**config.mk**
```make
export PLATFORM = sky130hd
export DESIGN_NAME = modbus_rtu_request_framer
export DESIGN_NICKNAME = d
export VERILOG_FILES = /design/src/hdl/mrf_pkg.sv /design/src/hdl/mrf_frame_seq.sv /design/src/hdl/modbus_rtu_request_framer.sv
export SDC_FILE = /design/constraint.sdc
export NUM_CORES = 1
export LEC_CHECK = 0
export BUFFER_PORTS_ARGS = -buffer_cell sky130_fd_sc_hd__buf_2
export CAP_MARGIN = 20
export CORE_MARGIN = 5
export CORE_UTILIZATION = 50
export CTS_BUF_LIST = sky130_fd_sc_hd__clkbuf_8
export CTS_CLUSTER_SIZE = 20
export DETAILED_ROUTE_END_ITERATION = 7
export GPL_TIMING_DRIVEN = 0
export PLACE_DENSITY = 0.8
export SLEW_MARGIN = 10
export SYNTH_ARGS = -nofsm -noshare
export SYNTH_HDL_FRONTEND = slang
export SYNTH_SLANG_ARGS = --single-unit
```
**constraint.sdc**
```tcl
create_clock -name clk -period 6.3 [get_ports clk]
set_input_delay 0.63 -clock clk [delete_from_list [all_inputs] [get_ports clk]]
set_output_delay 0.63 -clock clk [all_outputs]
set_load 0.01 [all_outputs]
```
**src/hdl/mrf_pkg.sv**
```systemverilog
// Shared types, codes and CRC helper for the Modbus RTU request framer.
// No dependencies; used by mrf_frame_seq and modbus_rtu_request_framer.
package mrf_pkg;

  typedef enum logic [1:0] {
    FUNC_READ  = 2'd0,
    FUNC_WRITE = 2'd1,
    FUNC_DATA  = 2'd2
  } func_t;

  localparam logic [7:0]  FC_READ_HOLDING = 8'h03;
  localparam logic [7:0]  FC_WRITE_MULTI  = 8'h10;
  localparam logic [15:0] CRC_INIT        = 16'hFFFF;
  localparam logic [15:0] CRC_POLY        = 16'hA001;
  localparam int          TMO_W           = 23;

  typedef struct packed {
    logic [7:0]       data;
    logic             net;
    logic             last;
    logic [TMO_W-1:0] timeout;
  } mrf_byte_t;

  function automatic logic [15:0] crc_byte(input logic [15:0] c_in, input logic [7:0] b);
    logic [15:0] c;
    c = c_in ^ {8'h00, b};
    for (int i = 0; i < 8; i++) begin
      if (c[0]) begin
        c = (c >> 1) ^ CRC_POLY;
      end else begin
        c = c >> 1;
      end
    end
    return c;
  endfunction

endpackage

```
**src/hdl/mrf_frame_seq.sv**
```systemverilog
// Item register and byte sequencer: turns one header or data word into frame bytes,
// one per cycle while byte_ready is high, tracking CRC and write progress. Depends on mrf_pkg.
module mrf_frame_seq import mrf_pkg::*; #(
  parameter int MAX_REGS = 127
) (
  input  logic        clk,
  input  logic        rst_n,
  input  logic [15:0] packet_time,
  input  logic        in_valid,
  output logic        in_ready,
  input  func_t       in_func,
  input  logic        in_net,
  input  logic [7:0]  in_slave_id,
  input  logic [16:0] in_start_addr,
  input  logic [6:0]  in_count,
  input  logic [15:0] in_reg_value,
  output logic        byte_valid,
  input  logic        byte_ready,
  output mrf_byte_t   byte_o
);

  localparam logic [6:0] MAX_CNT = 7'(MAX_REGS);

  logic        item_vld_r;
  func_t       func_r;
  logic        net_r;
  logic [7:0]  slave_r;
  logic [15:0] waddr_r;
  logic [6:0]  cnt_r;
  logic [15:0] value_r;
  logic [6:0]  pk3_r;
  logic [3:0]  idx_r, idx_nxt;
  logic [15:0] crc_acc_r, crc_acc_nxt;
  logic [6:0]  words_left_r, words_left_nxt;
  logic        write_active_r, write_active_nxt;
  logic        frame_net_r, frame_net_nxt;

  logic [6:0]  cnt_c;
  logic [8:0]  pk_sum;
  logic [5:0]  pk;
  logic        is_hdr, is_rd, is_dat;
  logic [3:0]  nbytes;
  logic        btake, item_done, accept;
  logic        is_crc_lo, is_crc_hi;
  logic [7:0]  data_byte;
  logic [15:0] crc_cur;
  logic [22:0] tmo_rd, tmo_wr;

  assign cnt_c  = (in_count > MAX_CNT) ? MAX_CNT : in_count;
  assign pk_sum = 9'd5 + {1'b0, cnt_c, 1'b0};
  assign pk     = 6'(pk_sum[8:3]) + 6'd1;

  assign is_rd  = (func_r == FUNC_READ);
  assign is_hdr = is_rd || (func_r == FUNC_WRITE);
  assign is_dat = (func_r == FUNC_DATA);

  always_comb begin
    nbytes = 4'd0;
    if (is_rd) begin
      nbytes = 4'd8;
    end else if (is_hdr) begin
      nbytes = (cnt_r == 7'd0) ? 4'd9 : 4'd7;
    end else if (is_dat && write_active_r) begin
      nbytes = (words_left_r == 7'd1) ? 4'd4 : 4'd2;
    end
  end

  assign byte_valid = item_vld_r && (nbytes != 4'd0);
  assign btake      = byte_valid && byte_ready;
  assign item_done  = item_vld_r && ((nbytes == 4'd0) || (btake && (idx_r == nbytes - 4'd1)));
  assign in_ready   = !item_vld_r || item_done;
  assign accept     = in_valid && in_ready;

  always_comb begin
    data_byte = 8'h00;
    is_crc_lo = 1'b0;
    is_crc_hi = 1'b0;
    if (is_hdr) begin
      case (idx_r)
        4'd0: data_byte = slave_r;
        4'd1: data_byte = is_rd ? FC_READ_HOLDING : FC_WRITE_MULTI;
        4'd2: data_byte = waddr_r[15:8];
        4'd3: data_byte = waddr_r[7:0];
        4'd4: data_byte = 8'h00;
        4'd5: data_byte = {1'b0, cnt_r};
        4'd6: begin
          data_byte = {cnt_r, 1'b0};
          is_crc_lo = is_rd;
        end
        4'd7: begin
          is_crc_lo = !is_rd;
          is_crc_hi = is_rd;
        end
        4'd8: is_crc_hi = 1'b1;
        default: data_byte = 8'h00;
      endcase
    end else begin
      case (idx_r)
        4'd0: data_byte = value_r[15:8];
        4'd1: data_byte = value_r[7:0];
        4'd2: is_crc_lo = 1'b1;
        4'd3: is_crc_hi = 1'b1;
        default: data_byte = 8'h00;
      endcase
    end
  end

  assign crc_cur = (is_hdr && (idx_r == 4'd0)) ? CRC_INIT : crc_acc_r;
  assign tmo_rd  = 23'(pk3_r) * 23'(packet_time);
  assign tmo_wr  = {6'd0, packet_time, 1'b0};

  always_comb begin
    byte_o.net  = is_hdr ? net_r : frame_net_r;
    byte_o.last = is_crc_hi;
    if (is_crc_lo) begin
      byte_o.data = crc_cur[7:0];
    end else if (is_crc_hi) begin
      byte_o.data = crc_acc_r[15:8];
    end else begin
      byte_o.data = data_byte;
    end
    if (is_crc_hi) begin
      byte_o.timeout = is_rd ? tmo_rd : tmo_wr;
    end else begin
      byte_o.timeout = '0;
    end
  end

  always_comb begin
    idx_nxt          = idx_r;
    crc_acc_nxt      = crc_acc_r;
    words_left_nxt   = words_left_r;
    write_active_nxt = write_active_r;
    frame_net_nxt    = frame_net_r;
    if (btake) begin
      idx_nxt = idx_r + 4'd1;
      if (is_crc_hi) begin
        crc_acc_nxt = CRC_INIT;
      end else if (!is_crc_lo) begin
        crc_acc_nxt = crc_byte(crc_cur, data_byte);
      end
    end
    if (item_done) begin
      idx_nxt = 4'd0;
      if (is_hdr) begin
        frame_net_nxt    = net_r;
        write_active_nxt = !is_rd && (cnt_r != 7'd0);
        words_left_nxt   = is_rd ? 7'd0 : cnt_r;
      end else if (is_dat && write_active_r) begin
        words_left_nxt   = words_left_r - 7'd1;
        write_active_nxt = (words_left_r != 7'd1);
      end
    end
  end

  always_ff @(posedge clk) begin
    if (!rst_n) begin
      item_vld_r     <= 1'b0;
      idx_r          <= 4'd0;
      crc_acc_r      <= CRC_INIT;
      words_left_r   <= 7'd0;
      write_active_r <= 1'b0;
      frame_net_r    <= 1'b0;
    end else begin
      if (accept) begin
        item_vld_r <= 1'b1;
      end else if (item_done) begin
        item_vld_r <= 1'b0;
      end
      idx_r          <= idx_nxt;
      crc_acc_r      <= crc_acc_nxt;
      words_left_r   <= words_left_nxt;
      write_active_r <= write_active_nxt;
      frame_net_r    <= frame_net_nxt;
    end
  end

  always_ff @(posedge clk) begin
    if (accept) begin
      func_r  <= in_func;
      net_r   <= in_net;
      slave_r <= in_slave_id;
      waddr_r <= in_start_addr[15:0] - 16'd1;
      cnt_r   <= cnt_c;
      value_r <= in_reg_value;
      pk3_r   <= {pk, 1'b0} + {1'b0, pk};
    end
  end

`ifndef SYNTHESIS
  a_idx_range: assert property (@(posedge clk) disable iff (!rst_n)
    item_vld_r |-> (idx_r < 4'd9))
    else $error("byte index past end of frame");
  a_active_has_words: assert property (@(posedge clk) disable iff (!rst_n)
    write_active_r |-> (words_left_r != 7'd0))
    else $error("write in progress with no words left");
  a_idle_no_words: assert property (@(posedge clk) disable iff (!rst_n)
    !write_active_r |-> (words_left_r == 7'd0))
    else $error("words left without a write in progress");
  a_crc_restart: assert property (@(posedge clk) disable iff (!rst_n)
    (btake && is_crc_hi) |=> (crc_acc_r == CRC_INIT))
    else $error("CRC not restarted after frame end");
  a_done_frees: assert property (@(posedge clk) disable iff (!rst_n)
    (item_done && !accept) |=> !item_vld_r)
    else $error("item register not freed after last byte");
`endif

endmodule

```
**src/hdl/modbus_rtu_request_framer.sv**
```systemverilog
// Modbus RTU request framer top level: stream ports, packet_time register and
// output register stage. Depends on mrf_pkg and mrf_frame_seq.
//
// Usage:
//   in_*  : one word per header (read or write) or per register data word.
//   out_* : the frame bytes of each word, in send order; out_tlast marks the final
//           CRC byte, which also carries the reply timeout in out_tdata[30:8].
//   cfg_* : write cfg_wr_data to packet_time whenever cfg_wr_en is high.
// Path: an accepted item waits in the item register, and its bytes pass through
//   the output register to out_*.
// Throughput: one byte per cycle while out_tready allows. A read header yields 8
//   bytes, a write header 7 (9 when count is 0), a data word 2 (4 for the final word),
//   and an ignored word none; the byte sequencer emits one byte per cycle when not stalled.
//   The next item is taken in the cycle its predecessor's last byte leaves.
// Reset: packet_time returns to 10, no frame is in progress, CRC reinitialized.
// Stall: when out_tready is low the output register holds its byte, the
//   sequencer holds, and in_tready drops once the item register is occupied.
module modbus_rtu_request_framer import mrf_pkg::*; #(
  parameter int MAX_REGS = 127
) (
  input  logic        clk,
  input  logic        rst_n,
  input  logic        cfg_wr_en,
  input  logic [15:0] cfg_wr_data,    // packet_time
  input  logic        in_tvalid,
  output logic        in_tready,
  input  logic [47:0] in_tdata,       // slave_id[7:0], start_addr[24:8], count[31:25],
                                      // reg_value[47:32]
  input  logic [2:0]  in_tuser,       // func[1:0], net[2]
  output logic        out_tvalid,
  input  logic        out_tready,
  output logic [31:0] out_tdata,      // frame_byte[7:0], reply_timeout[30:8], zero[31]
  output logic        out_tuser,      // out_net
  output logic        out_tlast       // last_byte
);

  logic [15:0] packet_time_r;
  logic        out_vld_r;
  mrf_byte_t   out_byte_r;
  logic        byte_valid, byte_ready;
  mrf_byte_t   seq_byte;

  mrf_frame_seq #(
    .MAX_REGS(MAX_REGS)
  ) u_seq (
    .clk          (clk),
    .rst_n        (rst_n),
    .packet_time  (packet_time_r),
    .in_valid     (in_tvalid),
    .in_ready     (in_tready),
    .in_func      (func_t'(in_tuser[1:0])),
    .in_net       (in_tuser[2]),
    .in_slave_id  (in_tdata[7:0]),
    .in_start_addr(in_tdata[24:8]),
    .in_count     (in_tdata[31:25]),
    .in_reg_value (in_tdata[47:32]),
    .byte_valid   (byte_valid),
    .byte_ready   (byte_ready),
    .byte_o       (seq_byte)
  );

  assign byte_ready = !out_vld_r || out_tready;

  always_ff @(posedge clk) begin
    if (!rst_n) begin
      packet_time_r <= 16'd10;
      out_vld_r     <= 1'b0;
    end else begin
      if (cfg_wr_en) begin
        packet_time_r <= cfg_wr_data;
      end
      if (byte_ready) begin
        out_vld_r <= byte_valid;
      end
    end
  end

  always_ff @(posedge clk) begin
    if (byte_ready && byte_valid) begin
      out_byte_r <= seq_byte;
    end
  end

  assign out_tvalid = out_vld_r;
  assign out_tdata  = {1'b0, out_byte_r.timeout, out_byte_r.data};
  assign out_tuser  = out_byte_r.net;
  assign out_tlast  = out_byte_r.last;

endmodule
```
==> flow_summary_export.csv, run 1 <==
group,metric,value,unit
placed_design,dp_cells,1423,
final_layout,layout-drive-gt1-share,15.8,%
setup_path,required,6520,ps
floorplanning,initial_core_util,51.1,%
setup_path,startpoint_type,"flop",
setup_path,crit_top_cell,"fa_1",
grt,grt_pass1_vias,7977,
final_layout,layout_commonest_cell,"nand2_1",
cts,clk_path_buf_depth,2,
cts,cts_root_buffer,"clkbuf_8",
floorplanning,pin_count,108,
run,max-cap-violations,0,
timing,timing.final.crit_share,88.3,%
logic_synthesis,synthAdderAreaFrac,20.2,%
setup_path,crit_family,"adder cells",
cts,path_clk_slew,90,ps
final_layout,final_cell_mix,"nand2_1 (115), buf_2 (108), inv_1 (93)",
setup_path,slowest_stage,"fa_1",
logic_synthesis,ys_seq_area_share,35.0,%
pwr,p_leak,0.00515,uW
grt,grt-ovfl-total,0,
routing,post_drt_via_cell_ratio,5.46,
cts,cts_tree,"built",
routing,first_iter_violations,658,
setup_path,critPathMaxFanout,10,
logic_synthesis,synth_top_family_by_area,"adder cells",
routing,drt_pass1_iterations,6,
timing,hold_viol_final,0,
final_layout,diodes,0,
routing,ant_nets,0,
timing,finalSetupTns,0,ps
timing,max_freq,180,MHz
timing,fin_skew,21.1,ps
logic_synthesis,synth_compound_area_share,11.2,%
logic_synthesis,synth.top_cell.area_share,26.0,%
grt,antenna_found_initial,0,
hold_path,min_path_type,"input pin to flop",
logic_synthesis,ys_async_sr_fraction,0,%
timing,finalSetupViolations,0,
floorplanning,fp.dieH,154,um
logic_synthesis,synth_area_leaders,"edfxtp_1 (26%), fa_1 (13%), dfxtp_1 (9.0%)",
floorplanning,die_w,154,um
placed_design,dpl.hpwl,18.1,mm
cts,htreeDepth,4,
cts,cts.repair.resized,0,
final_layout,synthToLayoutAreaGrowth,11.8,%
logic_synthesis,synth.cell_area,0.0104,sq mm
logic_synthesis,synthCells,1051,
timing,timing.hold.ws,324,ps
setup_path,regToRegSetupSlack,740,ps
routing,drc,0,
placed_design,place_congestion,0.902,
logic_synthesis,syn-num-nets,1249,
timing,fin_crit,5560,ps
timing,maxSlewHeadroom,39.4,%
logic_synthesis,ys_warn_count,0,
logic_synthesis,synth_enable_flop_cells,90,
pwr,vdd_ir_drop_max,0.139,mV
floorplanning,core,0.0204,sq mm
final_layout,stdcell_count,1455,
logic_synthesis,synth-seq-cells,137,
outcome,status,"finished clean",
setup_path,cp.arrival,5780,ps
logic_synthesis,yosys.area_share.simple,17.7,%
placed_design,numPortBuffers,101,
setup_path,crit_path_end_kind,"flop",
cts,cts.sinks,137,
timing,slew_viol_final,0,
setup_path,crit_chain,"clkbuf_1, and2_1, fa_1, fa_1, fa_1, inv_1, fa_1, inv_1, ha_1, o21a_1, o21a_1, nand3_1, o21ai_1, o41ai_1, o21ai_0, a31o_1, mux2i_1",
pwr,power.density,270,mW/mm^2
cts,hold_buffers,0,
logic_synthesis,synth_top_flop_cell,"edfxtp_1",
logic_synthesis,yosys.area.top_type,"edfxtp_1",
grt,grt_max_degree,41,
timing,worstMarginPinSlew,908,ps
routing,finalWirelength,23.7,mm
setup_path,setup.worst_path.class,"flop to flop",
cts,cts_buffers,17,
logic_synthesis,yosysUniqueCellTypes,77,
routing,drt-wirelength-per-cell,16.3,um
logic_synthesis,synthMuxAreaShare,2.35,%
grt,grt_pass1_wl,39.7,mm
setup_path,path_buf_inv,3,
logic_synthesis,synth-xor-area-share,6.86,%
setup_path,critPathMaxStageDelay,550,ps
final_layout,nets,1370,
floorplanning,fp.dieArea,0.0238,sq mm
routing,vias,7948,
grt,track_usage,20.4,%
cts,clock_latency,480,ps
cts,post_cts_buffers,0,
floorplanning,rows,52,
logic_synthesis,syn_area_per_cell,9.90,sq um
timing,rsz0062_at_grt,"false",
synthesized netlist by cell type (3+ instances only):
| cell | n |
|---|---|
| a221o_1 | 5 |
| or2_2 | 4 |
| a21boi_0 | 3 |
| mux2i_1 | 21 |
| o21ai_0 | 28 |
| a211oi_1 | 3 |
| fa_1 | 70 |
| a22oi_1 | 14 |
| o22ai_1 | 11 |
| nand3b_1 | 3 |
| nor2_2 | 3 |
| and3_1 | 8 |
| ha_1 | 56 |
| mux2_2 | 3 |
| inv_1 | 92 |
| o21bai_1 | 3 |
| nor3_1 | 22 |
| nor2b_1 | 20 |
| clkbuf_1 | 30 |
| nand2b_1 | 13 |
| buf_4 | 5 |
| or3_1 | 3 |
| nor4_1 | 4 |
| xor2_1 | 22 |
| and2_1 | 89 |
| dfxtp_1 | 47 |
| a222oi_1 | 6 |
| nor2_1 | 56 |
| xnor2_1 | 51 |
| buf_6 | 13 |
| o41ai_1 | 4 |
| a21o_1 | 9 |
| edfxtp_1 | 90 |
| o21a_1 | 3 |
| o211a_1 | 3 |
| a21oi_1 | 48 |
| a31oi_1 | 7 |
| buf_2 | 7 |
| nand3_1 | 13 |
| nand2_1 | 115 |
routing by layer:
layer / up-vias / global-route usage, % / share of wire, %
li1: 3788 / - / -
met1: 3771 / 28.6 / 44
met2: 322 / 30.8 / 45
met3: 67 / 4.19 / 7.4
met4: 0 / 8.70 / 3.6
met5: - / 0 / 0
cells by family (layout without fill, tap and decap cells):
| family | Yosys count | in the layout |
|---|---|---|
| flops | 137 | 137 |
| other cells | 1 | 1 |
| xor+xnor | 77 | 77 |
| buf+inv | 150 | 284 |
| fa+ha+maj | 126 | 126 |
| simple gates | 365 | 365 |
| compound gates | 171 | 171 |
| mux | 24 | 24 |
flip-flops by register name (all words and copies together), names as in the netlist:
name,flops
u_seq.words_left_r,7
u_seq.func_r,2
u_seq.net_r,1
u_seq.cnt_r,7
u_seq.item_vld_r,1
out_tvalid,1
u_seq.pk3_r,7
out_tlast,1
u_seq.value_r,16
u_seq.slave_r,8
out_tdata,31
u_seq.waddr_r,16
u_seq.frame_net_r,1
u_seq.idx_r,4
u_seq.write_active_r,1
packet_time_r,16
u_seq.crc_acc_r,16
out_tuser,1
worst paths after layout:
kind | start | end | depth (start not counted)
hold reg to reg | u_seq.crc_acc_r[7] | u_seq.crc_acc_r[7] | 2
setup / recovery | u_seq.pk3_r[6] | out_tdata[29] | 17
hold / removal | in_tdata[3] | u_seq.slave_r[3] | 1
setup reg to reg | u_seq.pk3_r[6] | out_tdata[29] | 17
cell type report:
cell class,count,area (sq um)
clock inverters,15,133
plain buffers,57,339
well taps,270,338
repair buffers,102,526
multi-input cells,764,6070
flip-flops and latches,137,3640
inverters,93,349
clock buffers,17,234
fillers,1711,8730
power by group:
group          switching, uW  internal, uW  total [uW]
Clock                    411           288         698
Combinational            764           590        1350
Sequential              58.1          1030        1090
Total                   1230          1910        3150
metrics by stage:
step                      util [%]  cell area, sq um  total power, uW  worst slack [ps]
final                         57.1             11600             3150               738
after floorplan                  -             10400             2160              1410
after global placement        55.2             11200             2410               869
after detailed placement      55.3             11300             2450               786
after CTS                     57.1             11600             3150               766
after global routing          57.1             11600             3390               457
Note: power is estimated with default switching activity, not from simulation.
==> run 2, diff against run 1 <==
- CELL_PAD_IN_SITES_DETAIL_PLACEMENT: not set -> 1
- CELL_PAD_IN_SITES_GLOBAL_PLACEMENT: not set -> 1
- CORE_UTILIZATION: 50 -> 48
- PLACE_DENSITY: 0.8 -> 0.94
==> flow_summary_export.csv, run 2 (synthesis gave the netlist of run 1 again) <==
group,metric,value,unit
timing,finalSetupViolations,0,
final_layout,fin_area,0.0117,sq mm
hold_path,hold_start,"in_tdata[6]",
final_layout,layout-drive-gt1-share,15.9,%
setup_path,rr_worst_depth,17,
cts,cts.sinks,137,
floorplanning,rows,53,
setup_path,setup.worst_path.class,"flop to flop",
cts,cts_root_buffer,"clkbuf_8",
grt,grt_pass1_wl,52.0,mm
setup_path,regToRegSetupSlack,500,ps
pwr,power.density,294,mW/mm^2
floorplanning,fp.dieH,157,um
setup_path,critPathMaxFanout,10,
timing,max_freq,172,MHz
setup_path,cp.arrival,6050,ps
cts,htreeDepth,4,
cts,path_clk_slew,100,ps
setup_path,crit_path_end_kind,"flop",
run,max-cap-violations,0,
hold_path,holdPathEnd,"u_seq.slave_r[6]",
timing,hold_viol_final,0,
cts,cts_buffers,17,
routing,drt_pass1_iterations,5,
hold_path,min_path_type,"input pin to flop",
timing,timing.final.crit_share,92.1,%
routing,post_drt_via_cell_ratio,5.96,
timing,maxSlewHeadroom,31.5,%
pwr,vdd_ir_drop_max,0.156,mV
placed_design,place_area,0.0113,sq mm
floorplanning,die_w,157,um
final_layout,layout_commonest_cell,"nand2_1",
placed_design,dpl.hpwl,24.1,mm
floorplanning,fp.dieArea,0.0247,sq mm
routing,ant_nets,0,
final_layout,synthToLayoutAreaGrowth,12.5,%
placed_design,place_congestion,0.851,
timing,fin_crit,5800,ps
outcome,status,"finished clean",
timing,finalSetupTns,0,ps
cts,clock_latency,510,ps
setup_path,r2r-start,"u_seq.pk3_r[6]",
final_layout,nets,1370,
final_layout,largest_reg_flops,31,
grt,grt_max_degree,41,
pwr,p_leak,0.00518,uW
timing,rsz0062_at_grt,"false",
routing,drt-wirelength-per-cell,22.8,um
grt,grt-ovfl-total,0,
hold_path,min_delay_path_depth,1,
routing,vias,8708,
setup_path,startpoint_type,"flop",
setup_path,required,6550,ps
routing,drc,0,
final_layout,final_cell_mix,"nand2_1 (115), buf_2 (108), inv_1 (92)",
timing,worstMarginPinSlew,1030,ps
timing,fin_skew,17.8,ps
routing,first_iter_violations,819,
cts,post_cts_buffers,0,
grt,grt_pass1_vias,9627,
final_layout,diodes,0,
routing,finalWirelength,33.3,mm
cts,hold_buffers,0,
setup_path,reg2reg_to,"out_tdata[29]",
timing,slew_viol_final,0,
cts,cts.repair.resized,0,
floorplanning,pin_count,108,
grt,antenna_found_initial,0,
cts,cts_tree,"built",
cts,clk_path_buf_depth,2,
grt,track_usage,27.3,%
floorplanning,core,0.0212,sq mm
placed_design,numPortBuffers,101,
floorplanning,initial_core_util,49.2,%
[run 2: cell types whose count changed in the layout (fill, tap and decap cells not counted), sizes merged]
cell,previous run,this run
clkinv,2,5
bufinv,0,1
inv,103,102
clkinvlp,3,0
[run 2: critical path: stages (launching register included)]
cell and delay, ps:
edfxtp_1 540, clkbuf_1 290, and2_1 250, fa_1 520
fa_1 540, fa_1 560, inv_1 80, fa_1 600
inv_1 80, ha_1 370, o21a_1 210, o21a_1 180
nand3_1 80, o21ai_1 130, o41ai_1 540, o21ai_0 170
a31o_1 260, mux2i_1 140
[run 2: worst max-delay path by stage]
stage	endpoint	start
final	out_tdata[29]	u_seq.pk3_r[6]
after global routing	out_tdata[29]	u_seq.pk3_r[5]
after floorplan	out_tdata[29]	u_seq.pk3_r[6]
after detailed placement	out_tdata[29]	u_seq.pk3_r[6]
after CTS	out_tdata[29]	u_seq.pk3_r[6]
after global placement	out_tdata[29]	u_seq.pk3_r[6]
[run 2: through the flow]
| step | setup WS [ps] | util (%) | cells | total power [uW] | hold WS (ps) |
|---|---|---|---|---|---|
| floorplan | 1410 | - | 1051 | 2160 | 461 |
| global placement | 810 | 53.2 | 1427 | 2420 | 477 |
| detailed placement | 675 | 53.3 | 1428 | 2560 | 498 |
| CTS | 557 | 55.3 | 1460 | 3420 | 282 |
| global route | 299 | 55.3 | 1460 | 3620 | 284 |
| finish | 499 | 55.3 | 1460 | 3440 | 289 |
[run 2: power by group]
part	internal (uW)	total [uW]	leakage (uW)	switching, uW
Sequential	1030	1100	0.00126	68.2
Clock	342	797	0.000216	454
Combinational	617	1540	0.00371	923
Total	1990	3440	0.00518	1450
[run 2: final cells by class]
type	count	area, sq um
fillers	2370	9450
multi-input cells	764	6070
flip-flops and latches	137	3640
repair buffers	102	526
inverters	93	349
well taps	275	344
plain buffers	57	339
clock buffers	17	234
clock inverters	15	195
[run 2: per-layer routing]
metal / share of wire [%] / track usage [%] / up-vias
met5: 0 / 0 / -
met4: 5.3 / 15.0 / 0
met3: 7.2 / 5.91 / 138
li1: - / - / 3784
met1: 37 / 31.4 / 4335
met2: 50 / 47.4 / 451
==> run 3, diff against run 2 <==
- MAX_ROUTING_LAYER: not set -> met4
==> flow_summary_export.csv, run 3 (synthesis gave the netlist of run 1 again) <==
group,metric,value,unit
outcome,status,"finished clean",
pwr,power.density,294,mW/mm^2
floorplanning,fp.dieH,157,um
routing,drc,0,
setup_path,crit_path_end_kind,"flop",
floorplanning,pin_count,108,
timing,finalSetupTns,0,ps
timing,fin_crit,5790,ps
grt,grt_pass1_vias,9641,
grt,grt_pass1_wl,52.0,mm
routing,finalWirelength,33.2,mm
floorplanning,die_w,157,um
floorplanning,core,0.0212,sq mm
setup_path,cp.arrival,6040,ps
cts,cts_tree,"built",
timing,rsz0062_at_grt,"false",
cts,post_cts_buffers,0,
timing,fin_skew,18.4,ps
pwr,vdd_ir_drop_max,0.155,mV
final_layout,synthToLayoutAreaGrowth,12.5,%
cts,path_clk_slew,110,ps
final_layout,layout_commonest_cell,"nand2_1",
routing,ant_nets,0,
routing,post_drt_via_cell_ratio,5.92,
placed_design,dpl.hpwl,24.1,mm
pwr,p_leak,0.00518,uW
setup_path,setup.worst_path.class,"flop to flop",
final_layout,largest_reg_flops,31,
timing,slew_viol_final,0,
cts,clock_latency,500,ps
placed_design,place_congestion,0.865,
cts,cts_buffers,17,
final_layout,nets,1370,
routing,drt-wirelength-per-cell,22.8,um
timing,timing.final.crit_share,91.9,%
cts,clk_path_buf_depth,2,
routing,vias,8649,
routing,first_iter_violations,831,
setup_path,startpoint_type,"flop",
timing,timing.hold.ws,293,ps
timing,worstMarginPinSlew,1030,ps
final_layout,layout-drive-gt1-share,15.9,%
cts,cts.sinks,137,
setup_path,required,6550,ps
cts,hold_buffers,0,
grt,track_usage,28.2,%
floorplanning,fp.dieArea,0.0247,sq mm
timing,max_freq,173,MHz
floorplanning,rows,53,
run,max-cap-violations,0,
final_layout,register_area,0.00364,sq mm
placed_design,numPortBuffers,101,
grt,grt_max_degree,41,
final_layout,multi_input_area,0.00607,sq mm
timing,maxSlewHeadroom,31.4,%
grt,antenna_found_initial,0,
final_layout,diodes,0,
floorplanning,initial_core_util,49.2,%
cts,cts.repair.resized,0,
timing,hold_viol_final,0,
cts,htreeDepth,4,
final_layout,fill_cells,2370,
cts,cts_root_buffer,"clkbuf_8",
final_layout,final_cell_mix,"nand2_1 (115), buf_2 (108), inv_1 (92)",
grt,grt-ovfl-total,0,
hold_path,min_path_type,"input pin to flop",
routing,drt_pass1_iterations,6,
timing,finalSetupViolations,0,
setup_path,critPathMaxFanout,10,
-- run 3: path summary, 6_finish.rpt --
kind,start,to,slack (ps),cells after the start
worst min register to register,u_seq.crc_acc_r[7],u_seq.crc_acc_r[7],520,2
worst max-delay path,u_seq.pk3_r[5],out_tdata[29],510,17
worst min-delay path,in_tdata[6],u_seq.slave_r[6],290,1
worst max register to register,u_seq.pk3_r[5],out_tdata[29],510,17
-- run 3: power by group --
| part | internal [uW] | switching, uW |
|---|---|---|
| sequential | 1030 | 67.5 |
| combinational | 617 | 926 |
| clock | 342 | 455 |
-- run 3: area by class of cell --
cell class	count	area share (%)
timing repair buffer	102	4.49
tap	275	2.94
inverter	93	2.98
multi-input combinational	764	51.9
buffer	57	2.90
clock buffer	17	2.00
sequential	137	31.1
clock inverter	15	1.67
-- run 3: layer usage --
layer / vias to the layer above / track usage, % / share of wire [%]
li1: 3791 / - / -
met1: 4309 / 31.4 / 38
met2: 403 / 47.5 / 50
met3: 146 / 5.88 / 6.8
met4: 0 / 14.9 / 5.3
met5: - / - / 0
-- run 3: critical path: stages (launching register included) --
cell	delay [ps]
edfxtp_1	480
clkbuf_1	470
nand2_1	230
fa_1	550
fa_1	550
inv_1	60
fa_1	530
inv_1	50
fa_1	520
inv_1	40
ha_1	420
nand2_1	160
o211a_1	200
o21ai_1	160
o41ai_1	540
o21ai_0	170
a31o_1	260
mux2i_1	140
-- run 3: through the flow --
step           utilization, %  instances  area (sq um)  total power [uW]  setup WS, ps
4_1_cts                  55.3       1460         11700              3420           557
3_5_place_dp             53.3       1428         11300              2560           675
2_1_floorplan               -       1051         10400              2160          1410
5_1_grt                  55.3       1460         11700              3620           298
6_report                 55.3       1460         11700              3440           508
3_3_place_gp             53.2       1427         11300              2420           810
